File: config.mk
export PLATFORM = sky130hd
export DESIGN_NAME = dns_query_to_fixed_answer
export DESIGN_NICKNAME = d
export VERILOG_FILES = /design/src/rtl/core/dqfa_pkg.sv /design/src/rtl/core/dqfa_front.sv /design/src/rtl/core/dqfa_queue.sv /design/src/rtl/core/dqfa_back.sv /design/src/rtl/core/dns_query_to_fixed_answer.sv
export VERILOG_INCLUDE_DIRS = /design/src /design/src/rtl/core
export SDC_FILE = /design/constraint.sdc
export NUM_CORES = 1
export LEC_CHECK = 0
export BUFFER_PORTS_ARGS = -buffer_cell sky130_fd_sc_hd__buf_2
export CAP_MARGIN = 20
export CORE_MARGIN = 10
export CORE_UTILIZATION = 35
export CTS_BUF_LIST = sky130_fd_sc_hd__clkbuf_4 sky130_fd_sc_hd__clkbuf_8 sky130_fd_sc_hd__clkbuf_16
export CTS_CLUSTER_SIZE = 8
export DETAILED_ROUTE_END_ITERATION = 12
export PLACE_DENSITY = 0.6
export SLEW_MARGIN = 20
export SYNTH_ARGS = -nofsm -noshare
export SYNTH_HDL_FRONTEND = slang
export SYNTH_HIERARCHICAL = 1
export SYNTH_SLANG_ARGS = --single-unit
File: constraint.sdc
create_clock -name aclk -period 3.6 [get_ports aclk]
set_clock_uncertainty 0.05 [all_clocks]
set_input_delay 0.36 -clock aclk [delete_from_list [all_inputs] [get_ports aclk]]
set_output_delay 0.36 -clock aclk [all_outputs]
set_load 0.05 [all_outputs]
File: src/rtl/core/dns_query_to_fixed_answer_macros.svh
// Assertion macros shared by the DNS responder RTL.
// Needs a clock named aclk and an active-low reset named aresetn in scope.
`ifndef DNS_QUERY_TO_FIXED_ANSWER_MACROS_SVH
`define DNS_QUERY_TO_FIXED_ANSWER_MACROS_SVH

// Same-cycle implication, checked outside reset.
`define DQFA_ASSERT_NOW(label, ante, cons, msg) \
    label: assert property (@(posedge aclk) disable iff (!aresetn) (ante) |-> (cons)) \
        else $error(msg);

// Next-cycle implication, checked outside reset.
`define DQFA_ASSERT_NEXT(label, ante, cons, msg) \
    label: assert property (@(posedge aclk) disable iff (!aresetn) (ante) |=> (cons)) \
        else $error(msg);

`endif

File: src/rtl/core/dqfa_pkg.sv
// Shared types, constants and byte tables for the DNS fixed-answer responder.
// No dependencies.
package dqfa_pkg;

    localparam int HEADER_BYTES = 12;
    localparam int ANSWER_BYTES = 16;
    localparam int QUEUE_DEPTH  = 4;
    localparam int QUEUE_PTR_W  = $clog2(QUEUE_DEPTH);
    localparam int QUEUE_CNT_W  = $clog2(QUEUE_DEPTH + 1);

    localparam logic [7:0] FLAGS_RESPONSE = 8'h80;
    localparam logic [7:0] NAME_POINTER   = 8'hC0;
    localparam logic [7:0] NAME_OFFSET    = 8'h0C;
    localparam logic [7:0] ANSWER_TTL     = 8'h78;
    localparam logic [7:0] ADDR_LENGTH    = 8'h04;

    // One classified query byte handed from the parser to the reply sequencer.
    typedef struct packed {
        logic       emit;  // a reply byte comes from this query byte
        logic [7:0] data;  // that reply byte
        logic       last;  // final query byte: append the answer record
        logic       drop;  // discard flag for the final reply byte
    } dqfa_entry_t;

    // Queue status seen by the sequencer.
    typedef struct packed {
        logic        not_empty;
        dqfa_entry_t head;
    } dqfa_queue_stat_t;

    // Header bytes 2..11 of the reply; ID bytes are passed through elsewhere.
    function automatic logic [7:0] header_fill(input logic [3:0] pos);
        logic [7:0] val;
        val = 8'h00;
        unique case (pos)
            4'd2:    val = FLAGS_RESPONSE;
            4'd5:    val = 8'h01;
            4'd7:    val = 8'h01;
            default: val = 8'h00;
        endcase
        return val;
    endfunction

    // Answer record byte: name pointer, type A, class IN, TTL, length, address.
    function automatic logic [7:0] answer_byte(input logic [3:0] idx,
                                               input logic [31:0] ip);
        logic [7:0] val;
        val = 8'h00;
        unique case (idx)
            4'd0:    val = NAME_POINTER;
            4'd1:    val = NAME_OFFSET;
            4'd3:    val = 8'h01;
            4'd5:    val = 8'h01;
            4'd9:    val = ANSWER_TTL;
            4'd11:   val = ADDR_LENGTH;
            4'd12:   val = ip[31:24];
            4'd13:   val = ip[23:16];
            4'd14:   val = ip[15:8];
            4'd15:   val = ip[7:0];
            default: val = 8'h00;
        endcase
        return val;
    endfunction

endpackage

File: src/rtl/core/dqfa_front.sv
// Query parser: accepts and classifies a byte per cycle unless queue_full.
// Depends on dqfa_pkg; feeds dqfa_queue.
module dqfa_front #(
    parameter int MAX_QUERY_BYTES = 80
) (
    input  logic                 aclk,
    input  logic                 aresetn,
    input  logic                 s_tvalid,
    output logic                 s_tready,
    input  logic [7:0]           s_tdata,
    input  logic                 s_tlast,
    input  logic                 queue_full,
    output logic                 push,
    output dqfa_pkg::dqfa_entry_t push_entry
);
    import dqfa_pkg::*;

    localparam int IDX_W = $clog2(MAX_QUERY_BYTES + 2);
    localparam logic [IDX_W-1:0] IDX_SAT = IDX_W'(MAX_QUERY_BYTES + 1);
    localparam logic [IDX_W-1:0] IDX_MAX = IDX_W'(MAX_QUERY_BYTES);
    localparam logic [IDX_W-1:0] IDX_HDR_END = IDX_W'(HEADER_BYTES - 1);

    typedef enum logic [1:0] {
        PH_HEADER,
        PH_NAME,
        PH_TYPECLASS,
        PH_DISCARD
    } phase_t;

    phase_t           phase_reg, phase_next;
    logic [IDX_W-1:0] idx_reg, idx_next;
    logic [1:0]       tail_reg, tail_next;
    logic             accept;
    dqfa_entry_t      entry;

    assign s_tready = !queue_full;
    assign accept   = s_tvalid && s_tready;

    // Classify the current byte and work out the next parser state.
    always_comb begin
        phase_next = phase_reg;
        tail_next  = tail_reg;
        idx_next   = (idx_reg < IDX_SAT) ? idx_reg + 1'b1 : idx_reg;
        entry      = '0;
        unique case (phase_reg)
            PH_HEADER: begin
                entry.emit = 1'b1;
                entry.data = (idx_reg < IDX_W'(2)) ? s_tdata : header_fill(idx_reg[3:0]);
                if (idx_reg >= IDX_HDR_END) begin
                    phase_next = PH_NAME;
                end
            end
            PH_NAME: begin
                entry.emit = 1'b1;
                entry.data = s_tdata;
                if (s_tdata == 8'h00) begin
                    phase_next = PH_TYPECLASS;
                    tail_next  = 2'd0;
                end
            end
            PH_TYPECLASS: begin
                entry.emit = 1'b1;
                entry.data = {7'd0, tail_reg[0]};
                tail_next  = tail_reg + 2'd1;
                if (tail_reg == 2'd3) begin
                    phase_next = PH_DISCARD;
                end
            end
            PH_DISCARD: begin
                entry.emit = 1'b0;
            end
            default: begin
                entry.emit = 1'b0;
            end
        endcase
        entry.last = s_tlast;
        entry.drop = (idx_next > IDX_MAX) || (phase_next != PH_DISCARD);
    end

    assign push       = accept && (entry.emit || entry.last);
    assign push_entry = entry;

    // Parser state; a final byte returns it to the start of a datagram.
    always_ff @(posedge aclk) begin
        if (!aresetn) begin
            phase_reg <= PH_HEADER;
            idx_reg   <= '0;
            tail_reg  <= 2'd0;
        end else if (accept) begin
            if (s_tlast) begin
                phase_reg <= PH_HEADER;
                idx_reg   <= '0;
                tail_reg  <= 2'd0;
            end else begin
                phase_reg <= phase_next;
                idx_reg   <= idx_next;
                tail_reg  <= tail_next;
            end
        end
    end

endmodule

File: src/rtl/core/dqfa_queue.sv
// Short FIFO of classified bytes between the parser and the reply sequencer.
// Depends on dqfa_pkg and the assertion macro header.
`include "dns_query_to_fixed_answer_macros.svh"
module dqfa_queue (
    input  logic                       aclk,
    input  logic                       aresetn,
    input  logic                       push,
    input  dqfa_pkg::dqfa_entry_t      push_entry,
    output logic                       full,
    input  logic                       pop,
    output dqfa_pkg::dqfa_queue_stat_t stat
);
    import dqfa_pkg::*;

    dqfa_entry_t            mem_reg [QUEUE_DEPTH];
    logic [QUEUE_PTR_W-1:0] wr_ptr_reg;
    logic [QUEUE_PTR_W-1:0] rd_ptr_reg;
    logic [QUEUE_CNT_W-1:0] count_reg;

    assign full           = (count_reg == QUEUE_CNT_W'(QUEUE_DEPTH));
    assign stat.not_empty = (count_reg != '0);
    assign stat.head      = mem_reg[rd_ptr_reg];

    // Entry storage.
    always_ff @(posedge aclk) begin
        if (push) begin
            mem_reg[wr_ptr_reg] <= push_entry;
        end
    end

    // Pointers and fill count.
    always_ff @(posedge aclk) begin
        if (!aresetn) begin
            wr_ptr_reg <= '0;
            rd_ptr_reg <= '0;
            count_reg  <= '0;
        end else begin
            if (push) begin
                wr_ptr_reg <= wr_ptr_reg + 1'b1;
            end
            if (pop) begin
                rd_ptr_reg <= rd_ptr_reg + 1'b1;
            end
            if (push && !pop) begin
                count_reg <= count_reg + 1'b1;
            end else if (pop && !push) begin
                count_reg <= count_reg - 1'b1;
            end
        end
    end

    `DQFA_ASSERT_NOW(a_no_overflow, push, !full || pop, "push into a full queue")
    `DQFA_ASSERT_NOW(a_no_underflow, pop, stat.not_empty, "pop from an empty queue")

endmodule

File: src/rtl/core/dqfa_back.sv
// Reply sequencer: turns queued entries into reply bytes and answer records.
// Depends on dqfa_pkg and the assertion macro header.
`include "dns_query_to_fixed_answer_macros.svh"
module dqfa_back (
    input  logic                       aclk,
    input  logic                       aresetn,
    input  dqfa_pkg::dqfa_queue_stat_t stat,
    output logic                       pop,
    input  logic [31:0]                answer_ip,
    output logic                       m_tvalid,
    input  logic                       m_tready,
    output logic [7:0]                 m_tdata,
    output logic                       m_tlast,
    output logic [0:0]                 m_tuser
);
    import dqfa_pkg::*;

    localparam logic [3:0] ANS_LAST = 4'(ANSWER_BYTES - 1);

    logic       out_valid_reg;
    logic [7:0] out_data_reg;
    logic       out_last_reg;
    logic       out_drop_reg;
    logic       ans_active_reg;
    logic [3:0] ans_idx_reg;
    logic       drop_reg;
    logic       out_free;

    assign out_free = !out_valid_reg || m_tready;
    assign pop      = out_free && !ans_active_reg && stat.not_empty;

    assign m_tvalid = out_valid_reg;
    assign m_tdata  = out_data_reg;
    assign m_tlast  = out_last_reg;
    assign m_tuser  = out_drop_reg;

    // Output register and answer-record counter.
    always_ff @(posedge aclk) begin
        if (!aresetn) begin
            out_valid_reg  <= 1'b0;
            ans_active_reg <= 1'b0;
            ans_idx_reg    <= 4'd0;
            drop_reg       <= 1'b0;
        end else if (out_free) begin
            out_valid_reg <= 1'b0;
            out_last_reg  <= 1'b0;
            out_drop_reg  <= 1'b0;
            if (ans_active_reg) begin
                // Continue the answer record.
                out_valid_reg <= 1'b1;
                out_data_reg  <= answer_byte(ans_idx_reg, answer_ip);
                out_last_reg  <= (ans_idx_reg == ANS_LAST);
                out_drop_reg  <= (ans_idx_reg == ANS_LAST) && drop_reg;
                ans_idx_reg   <= ans_idx_reg + 4'd1;
                if (ans_idx_reg == ANS_LAST) begin
                    ans_active_reg <= 1'b0;
                end
            end else if (stat.not_empty) begin
                out_valid_reg <= 1'b1;
                if (stat.head.emit) begin
                    // Reply byte of the query itself; the answer follows if last.
                    out_data_reg   <= stat.head.data;
                    ans_active_reg <= stat.head.last;
                    ans_idx_reg    <= 4'd0;
                end else begin
                    // Final byte without its own reply byte: start the answer now.
                    out_data_reg   <= answer_byte(4'd0, answer_ip);
                    ans_active_reg <= 1'b1;
                    ans_idx_reg    <= 4'd1;
                end
                drop_reg <= stat.head.drop;
            end
        end
    end

    `DQFA_ASSERT_NOW(a_no_pop_in_answer, ans_active_reg, !pop, "queue popped during answer")
    `DQFA_ASSERT_NEXT(a_hold_on_stall, m_tvalid && !m_tready, m_tvalid && $stable(m_tdata) && $stable(ans_idx_reg), "output or counter moved during stall")

endmodule

File: src/rtl/core/dns_query_to_fixed_answer.sv
// Captive-portal DNS responder: replies to every query with one IPv4 address.
// Depends on dqfa_pkg, dqfa_front, dqfa_queue and dqfa_back.
//
// Usage:
//   The query datagram enters on the s_ channel one byte per transaction,
//   s_tlast on its final byte. The reply leaves on the m_ channel one byte
//   per transaction: rewritten header, the query name, type A / class IN,
//   then a 16-byte answer record. m_tlast marks the final reply byte and
//   m_tuser flags on that byte that the whole reply is to be discarded
//   (query longer than MAX_QUERY_BYTES or question cut short).
//   The user writes the cfg_ answer address only while idle (not enforced).
// Timing:
//   One query byte is taken per cycle while s_tready is high; its reply byte
//   passes through the queue and the output register. A final byte makes 17
//   output transactions (16 if it was a trailing byte), one per cycle while
//   m_tready is high; at full rate the four-entry queue then fills up.
// Reset and stall:
//   aresetn (synchronous, active low) empties the queue, returns the parser
//   to the header and sets the address to 0.0.0.0. When m_tready is low the
//   output byte holds; s_tready drops only once the queue fills.
module dns_query_to_fixed_answer #(
    parameter int MAX_QUERY_BYTES = 80
) (
    input  logic        aclk,
    input  logic        aresetn,
    input  logic        s_tvalid,
    output logic        s_tready,
    input  logic [7:0]  s_tdata,   // [7:0] query_byte
    input  logic        s_tlast,
    output logic        m_tvalid,
    input  logic        m_tready,
    output logic [7:0]  m_tdata,   // [7:0] reply_byte
    output logic        m_tlast,
    output logic [0:0]  m_tuser,   // [0] reply_drop
    input  logic        cfg_valid,
    output logic        cfg_ready,
    input  logic [31:0] cfg_data
);
    import dqfa_pkg::*;

    logic             queue_full;
    logic             push;
    logic             pop;
    dqfa_entry_t      push_entry;
    dqfa_queue_stat_t stat;
    logic [31:0]      answer_ip_reg;

    // Answer address register.
    assign cfg_ready = 1'b1;
    always_ff @(posedge aclk) begin
        if (!aresetn) begin
            answer_ip_reg <= 32'd0;
        end else if (cfg_valid && cfg_ready) begin
            answer_ip_reg <= cfg_data;
        end
    end

    dqfa_front #(
        .MAX_QUERY_BYTES(MAX_QUERY_BYTES)
    ) u_front (
        .aclk       (aclk),
        .aresetn    (aresetn),
        .s_tvalid   (s_tvalid),
        .s_tready   (s_tready),
        .s_tdata    (s_tdata),
        .s_tlast    (s_tlast),
        .queue_full (queue_full),
        .push       (push),
        .push_entry (push_entry)
    );

    dqfa_queue u_queue (
        .aclk       (aclk),
        .aresetn    (aresetn),
        .push       (push),
        .push_entry (push_entry),
        .full       (queue_full),
        .pop        (pop),
        .stat       (stat)
    );

    dqfa_back u_back (
        .aclk      (aclk),
        .aresetn   (aresetn),
        .stat      (stat),
        .pop       (pop),
        .answer_ip (answer_ip_reg),
        .m_tvalid  (m_tvalid),
        .m_tready  (m_tready),
        .m_tdata   (m_tdata),
        .m_tlast   (m_tlast),
        .m_tuser   (m_tuser)
    );

endmodule
# Yosys cells after proc, flatten, opt, wreduce, memory -nomap -nowiden
# Memory sizes are Yosys's and may differ from the RTL's. A register that Yosys moved wholly into a read port is not among the register bits.
# Index checks and enable logic that the tools add are counted.
op_classes:
  reduce_logical: 30
  magnitude_cmp: 4
  n_bitwise: 1
  add_sub_neg: 7
  n_mux: 33
  n_eq_ne: 19
op_table:
  columns: ["op", "n"]
  rows:
  - ["8-bit one-hot mux with 9 select lines", 1]
  - ["8-bit two-way mux", 4]
  - ["4-bit equality test, second input constant", 6]
  - ["8-bit one-hot mux with 3 select lines", 1]
  - ["2-bit two-way mux", 8]
  - ["8-bit one-hot mux with 2 select lines", 1]
  - ["7-bit two-way mux", 2]
  - ["4-bit by 3-bit equality test with 1-bit output, second input constant", 3]
  - ["1-bit two-way mux", 9]
  - ["3-bit AND reduction", 3]
  - ["4-bit by 2-bit equality test with 1-bit output, second input constant", 2]
  - ["8-bit logical NOT", 1]
  - ["4-bit two-way mux", 2]
  - ["7-bit by 1-bit adder with 7-bit output, second input constant", 1]
  - ["7-bit by 4-bit >= comparator with 1-bit output, second input constant", 1]
  - ["7-bit > comparator, second input constant", 1]
  - ["1-bit logical AND", 7]
  - ["7-bit by 2-bit < comparator with 1-bit output, second input constant", 1]
  - ["7-bit < comparator, second input constant", 1]
  - ["2-bit by 1-bit adder with 2-bit output, second input constant", 3]
  - ["2-bit equality test, second input constant", 3]
  - ["3-bit two-way mux", 2]
  - ["2-bit one-hot mux with 3 select lines", 1]
  - ["3-bit nonzero test", 2]
  - ["19 further kinds", 28]
totals:
  n_memories: 1
  in_bits: 46
  ram_bits: 44
  reg_bits: 67
mem_list:
  columns: ["name", "depth", "width", "read_ports", "rd_ports_with_merged_regs", "wr", "line", "text"]
  rows:
  - ["u_queue.mem_reg", 4, 11, 1, 1, 1, "dqfa_queue.sv:15", "dqfa_entry_t mem_reg [QUEUE_DEPTH];"]

# Logic depth before layout (Yosys ltp)
depth:
  ltp_word: 9
  depth_mapped: 10
  mapped_depth_nobuf: 10

# By module
# Netlist, hierarchy kept.
modules_own_cells:
  columns: ["module", "area_per_inst_um2", "instances", "cells_per_inst"]
  rows:
  - ["dqfa_queue", 2035.7, 1, 100]
  - ["dns_query_to_fixed_answer", 1255.0, 1, 105]
  - ["dqfa_back", 1134.8, 1, 121]
  - ["dqfa_front", 962.2, 1, 124]

# Least setup slack after synthesis
# No wires, ideal clock.
synth_timing:
  path_kind: "register to register"
  startpoint: "register u_queue.count_reg[0]"
  endpoint: "register u_queue.count_reg[2]"
  t_arrival_ns: 2.389
  period_less_slack_ns: 2.514
  path_stages_with_launch: 10
  slack_ns: 1.086
  t_required_ns: 3.474
  path_buffers: 0
  setup_ns: 0.076
  path_cell_list: "dfxtp_1 nor3b_1 or2b_4 a31oi_1 ha_1 inv_1 fa_1 xor2_1 or3_1 a21boi_0"
synth_via:
  elab_chain_len: 7
  word_cells_on_any_way: 15
  classes_between: "add/sub (2); eq/ne (1); mux (2); reduce/logical (10)"
synth_rtl:
  columns: ["item", "line", "text"]
  rows:
  - ["start, declared", "dqfa_queue.sv:18", "logic [QUEUE_CNT_W-1:0] count_reg;"]
  - ["start signal, assigned", "dqfa_queue.sv:45", "count_reg <= count_reg + 1'b1;"]
  - ["start signal, assigned", "dqfa_queue.sv:47", "count_reg <= count_reg - 1'b1;"]
  - ["3-bit equality test (*)", "dqfa_queue.sv:20", "assign full = (count_reg == QUEUE_CNT_W'(QUEUE_DEPTH));"]
  - ["named net queue_full", "dns_query_to_fixed_answer.sv:41", "logic queue_full;"]
  - ["1-bit logical NOT (*)", "dqfa_front.sv:36", "assign s_tready = !queue_full;"]
  - ["1-bit logical AND (*)", "dqfa_front.sv:37", "assign accept = s_tvalid && s_tready;"]
  - ["1-bit logical AND (*)", "dqfa_front.sv:80", "assign push = accept && (entry.emit || entry.last);"]
  - ["named net push", "dns_query_to_fixed_answer.sv:42", "logic push;"]
  - ["1-bit logical NOT", "dqfa_queue.sv:46", "end else if (pop && !push) begin"]
  - ["1-bit logical AND", "dqfa_queue.sv:46", null]
  - ["2-bit nonzero test (no source line)", null, null]
# Mark *: on every way through the listed nets, which the timed path passes. The rest lies on a longest branch. The select of a mux whose other input is x is not followed.
# A chain may end at the register's enable or synchronous reset.

# Final worst setup path
# Same ends and word-level chain as after synthesis.

==> summary.txt <==
Status
  • Status: finished clean

Power
  • VDD IR max: 0.0004164 V
  • LEAKAGE: 2.337 nW
  • Overall Power: 4.104 mW
  • Power Dens Cells: 654.8 mW/mm²

Die
  • Core area: 0.01515 mm²
  • # IOs: 59
  • Die Area: 0.02076 mm²
  • Row Count: 45
  • Initial Util: 35.57%
  • Die width: 144.1 µm
  • Die height: 144.1 µm

Place
  • HPWL Detailed: 8654 µm
  • Port bufs: 57
  • RD Place Congestion: 0.8915
  • Placed Area: 0.005708 mm²

Critical path
  • WP data arrival: 3.11 ns
  • Startpoint Class: register
  • Top fanout value on the critical path: 8
  • Worst Path Required: 3.87 ns
  • Crit path kind: register to register
  • Critical Path End Type: register

Synthesis
  • Dominant synthesized flop cell: dfxtp_1
  • Avg Synthesized Cell Area: 11.97 µm²
  • Mapped Nets: 511
  • Sequential area share after synthesis: 52.02%
  • Synth unique cells: 66
  • Cell Area, Synth: 0.005388 mm²
  • Synth warn: 6
  • #FFs+latches synth: 113
  • Post-Synthesis Cells: 450
  • Number of synthesized flops with an enable pin: 54
  • Post-synthesis async set-or-reset flop share: 0%

Route
  • DRT antenna net count: 0
  • Initial DRC count: 223
  • Residual DRC: 0
  • First-pass iteration count of the detailed router: 5
  • Via count: 3,693
  • DR WL/cell: 17.24 µm
  • Routed vias/inst: 5.253
  • DRT Wirelength: 12,120 µm

STA
  • Fin. Hold Viols: 0
  • Max-slew violation count: 0
  • RSZ-0062 raised after global routing: no
  • Final setup fails: 0
  • Worst-margin pin slew: 0.9238 ns
  • Post-Route Setup TNS: 0 ns
  • Slew headroom: 38.41%
  • Crit share post-route: 78.71%
  • Crit path time final: 2.834 ns
  • Fmax: 352.9 MHz

Clocking
  • Post_cts resized: 0
  • Post-CTS Setup Inserts: 0
  • CTS clk-pin slew, worst paths: 0.05 ns
  • Worst-Skew Late Latency: 0.41 ns
  • Worst-case clock buffer depth: 2
  • Sink Count: 113
  • Clk Tree Root Cell: clkbuf_16
  • Hold buffers post-CTS: 0
  • Total CTS buffers: 17
  • TritonCTS clock tree: yes
  • Htree depth: 4

Layout
  • Most frequent cells in the layout: 59 x dfxtp_1, 57 x buf_2, 54 x edfxtp_1
  • Flip-flop count of the largest register after layout: 44
  • Share of cells above drive strength 1: 21.94%
  • Nets: 563
  • Fill count: 1,443
  • Finished Cell Area: 0.006269 mm²
  • Antenna Cells: 0
  • Final Core Density: 41.39%
  • P&R area growth vs syn: 16.35%
  • Commonest non-fill, non-tap cell in the layout: dfxtp_1

Run
  • Max-cap violations: 0

Global routing
  • Initial antenna violation count: 0
  • First-pass GRT wire length: 19,660 µm
  • Global-route usage over all layers: 12.24%
  • Number of global-route vias before repair: 3,750
  • Total gr overflow: 0
  • Largest net degree at the start of global routing: 49

Hold path
  • Hold Crit Class: primary input to register
report_power, final:
part / total (mW) / internal [mW] / switching [mW]
clock: 1.57 / 1.02 / 0.556
sequential: 1.62 / 1.52 / 0.0993
combinational: 0.907 / 0.356 / 0.551
total: 4.10 / 2.90 / 1.21
layout make-up:
| class | count | area (µm²) | share of cell area [%] |
|---|---|---|---|
| Tap cell | 188 | 235.2 | 3.753 |
| Clock buffer | 19 | 440.4 | 7.026 |
| Clock inverter | 13 | 120.1 | 1.916 |
| Sequential cell | 113 | 2803 | 44.71 |
| Inverter | 18 | 67.56 | 1.078 |
| Multi-Input combinational cell | 292 | 2295 | 36.61 |
| Timing Repair Buffer | 60 | 307.8 | 4.910 |
critical path, stage by stage (launching register included):
cell and delay [ns]:
dfxtp_1 0.40, nor3b_1 0.13, or2b_4 0.30, a31oi_1 0.46
ha_1 0.29, inv_1 0.06, fa_1 0.38, xor2_1 0.18
or3_1 0.31, a21boi_0 0.18
worst paths after layout:
check	from	end	slack (ns)	depth (start not counted)
setup / recovery	u_queue/count_reg[0]	u_queue/count_reg[2]	0.77	9
setup reg to reg	u_queue/count_reg[0]	u_queue/count_reg[2]	0.77	9
hold / removal	cfg_data[21]	answer_ip_reg[21]	0.16	3
hold reg to reg	u_front/tail_reg[1]	u_front/tail_reg[1]	0.42	2
per-layer routing:
| layer | GRT usage [%] | share of wire (%) | up-vias |
|---|---|---|---|
| li1 | - | - | 1774 |
| met1 | 14.42 | 43 | 1775 |
| met2 | 19.83 | 48 | 123 |
| met3 | 3.837 | 6.2 | 21 |
| met4 | 5.911 | 2.4 | 0 |
| met5 | 0 | 0 | - |
per-stage QoR:
stage | hold slack (ns) | setup slack, ns | std cells
3_5_place_dp | 0.4173 | 0.7074 | 671
5_1_grt | 0.1593 | 0.4817 | 703
6_report | 0.1630 | 0.7663 | 703
2_1_floorplan | 0.3974 | 1.086 | 450
4_1_cts | 0.1473 | 0.7037 | 703
3_3_place_gp | 0.4127 | 0.8959 | 671
cells in the mapped netlist, types with 3 or more instances:
master	number	area share [%]
or3_1	3	0.35
a31oi_1	6	0.70
xnor2_1	3	0.49
nand2_1	13	0.91
ha_1	14	3.3
buf_2	10	0.93
nor3_1	9	0.84
buf_12	3	1.1
nand2b_1	4	0.46
a22o_1	4	0.65
buf_6	5	1.0
a21oi_1	17	1.6
a222oi_1	3	0.56
mux2i_1	39	7.2
mux4_2	10	4.2
nand3_1	7	0.65
nor2b_1	39	4.5
inv_1	18	1.3
buf_4	6	0.84
nor2_1	17	1.2
dfxtp_1	59	22
and2_1	18	2.1
clkbuf_1	3	0.21
nor3b_1	3	0.42
nand4_1	4	0.46
o21ai_0	16	1.5
edfxtp_1	54	30
o21ai_1	4	0.37
xor2_1	3	0.49
a22oi_1	6	0.84
cells by family after synthesis:
logic type                 after synthesis  share of synthesized area, %
DFF                                    113                         52.02
xor gates and xnor gates                 6                        0.9756
and+or+nand+nor                        131                         14.28
buffers and inverters                   45                         5.388
other                                    1                       0.06960
adders and majority gates               15                         3.623
muxes                                   50                         11.91
AOI/OAI and AO/OA                       89                         11.73
Note: power is estimated with default switching activity, not from simulation.
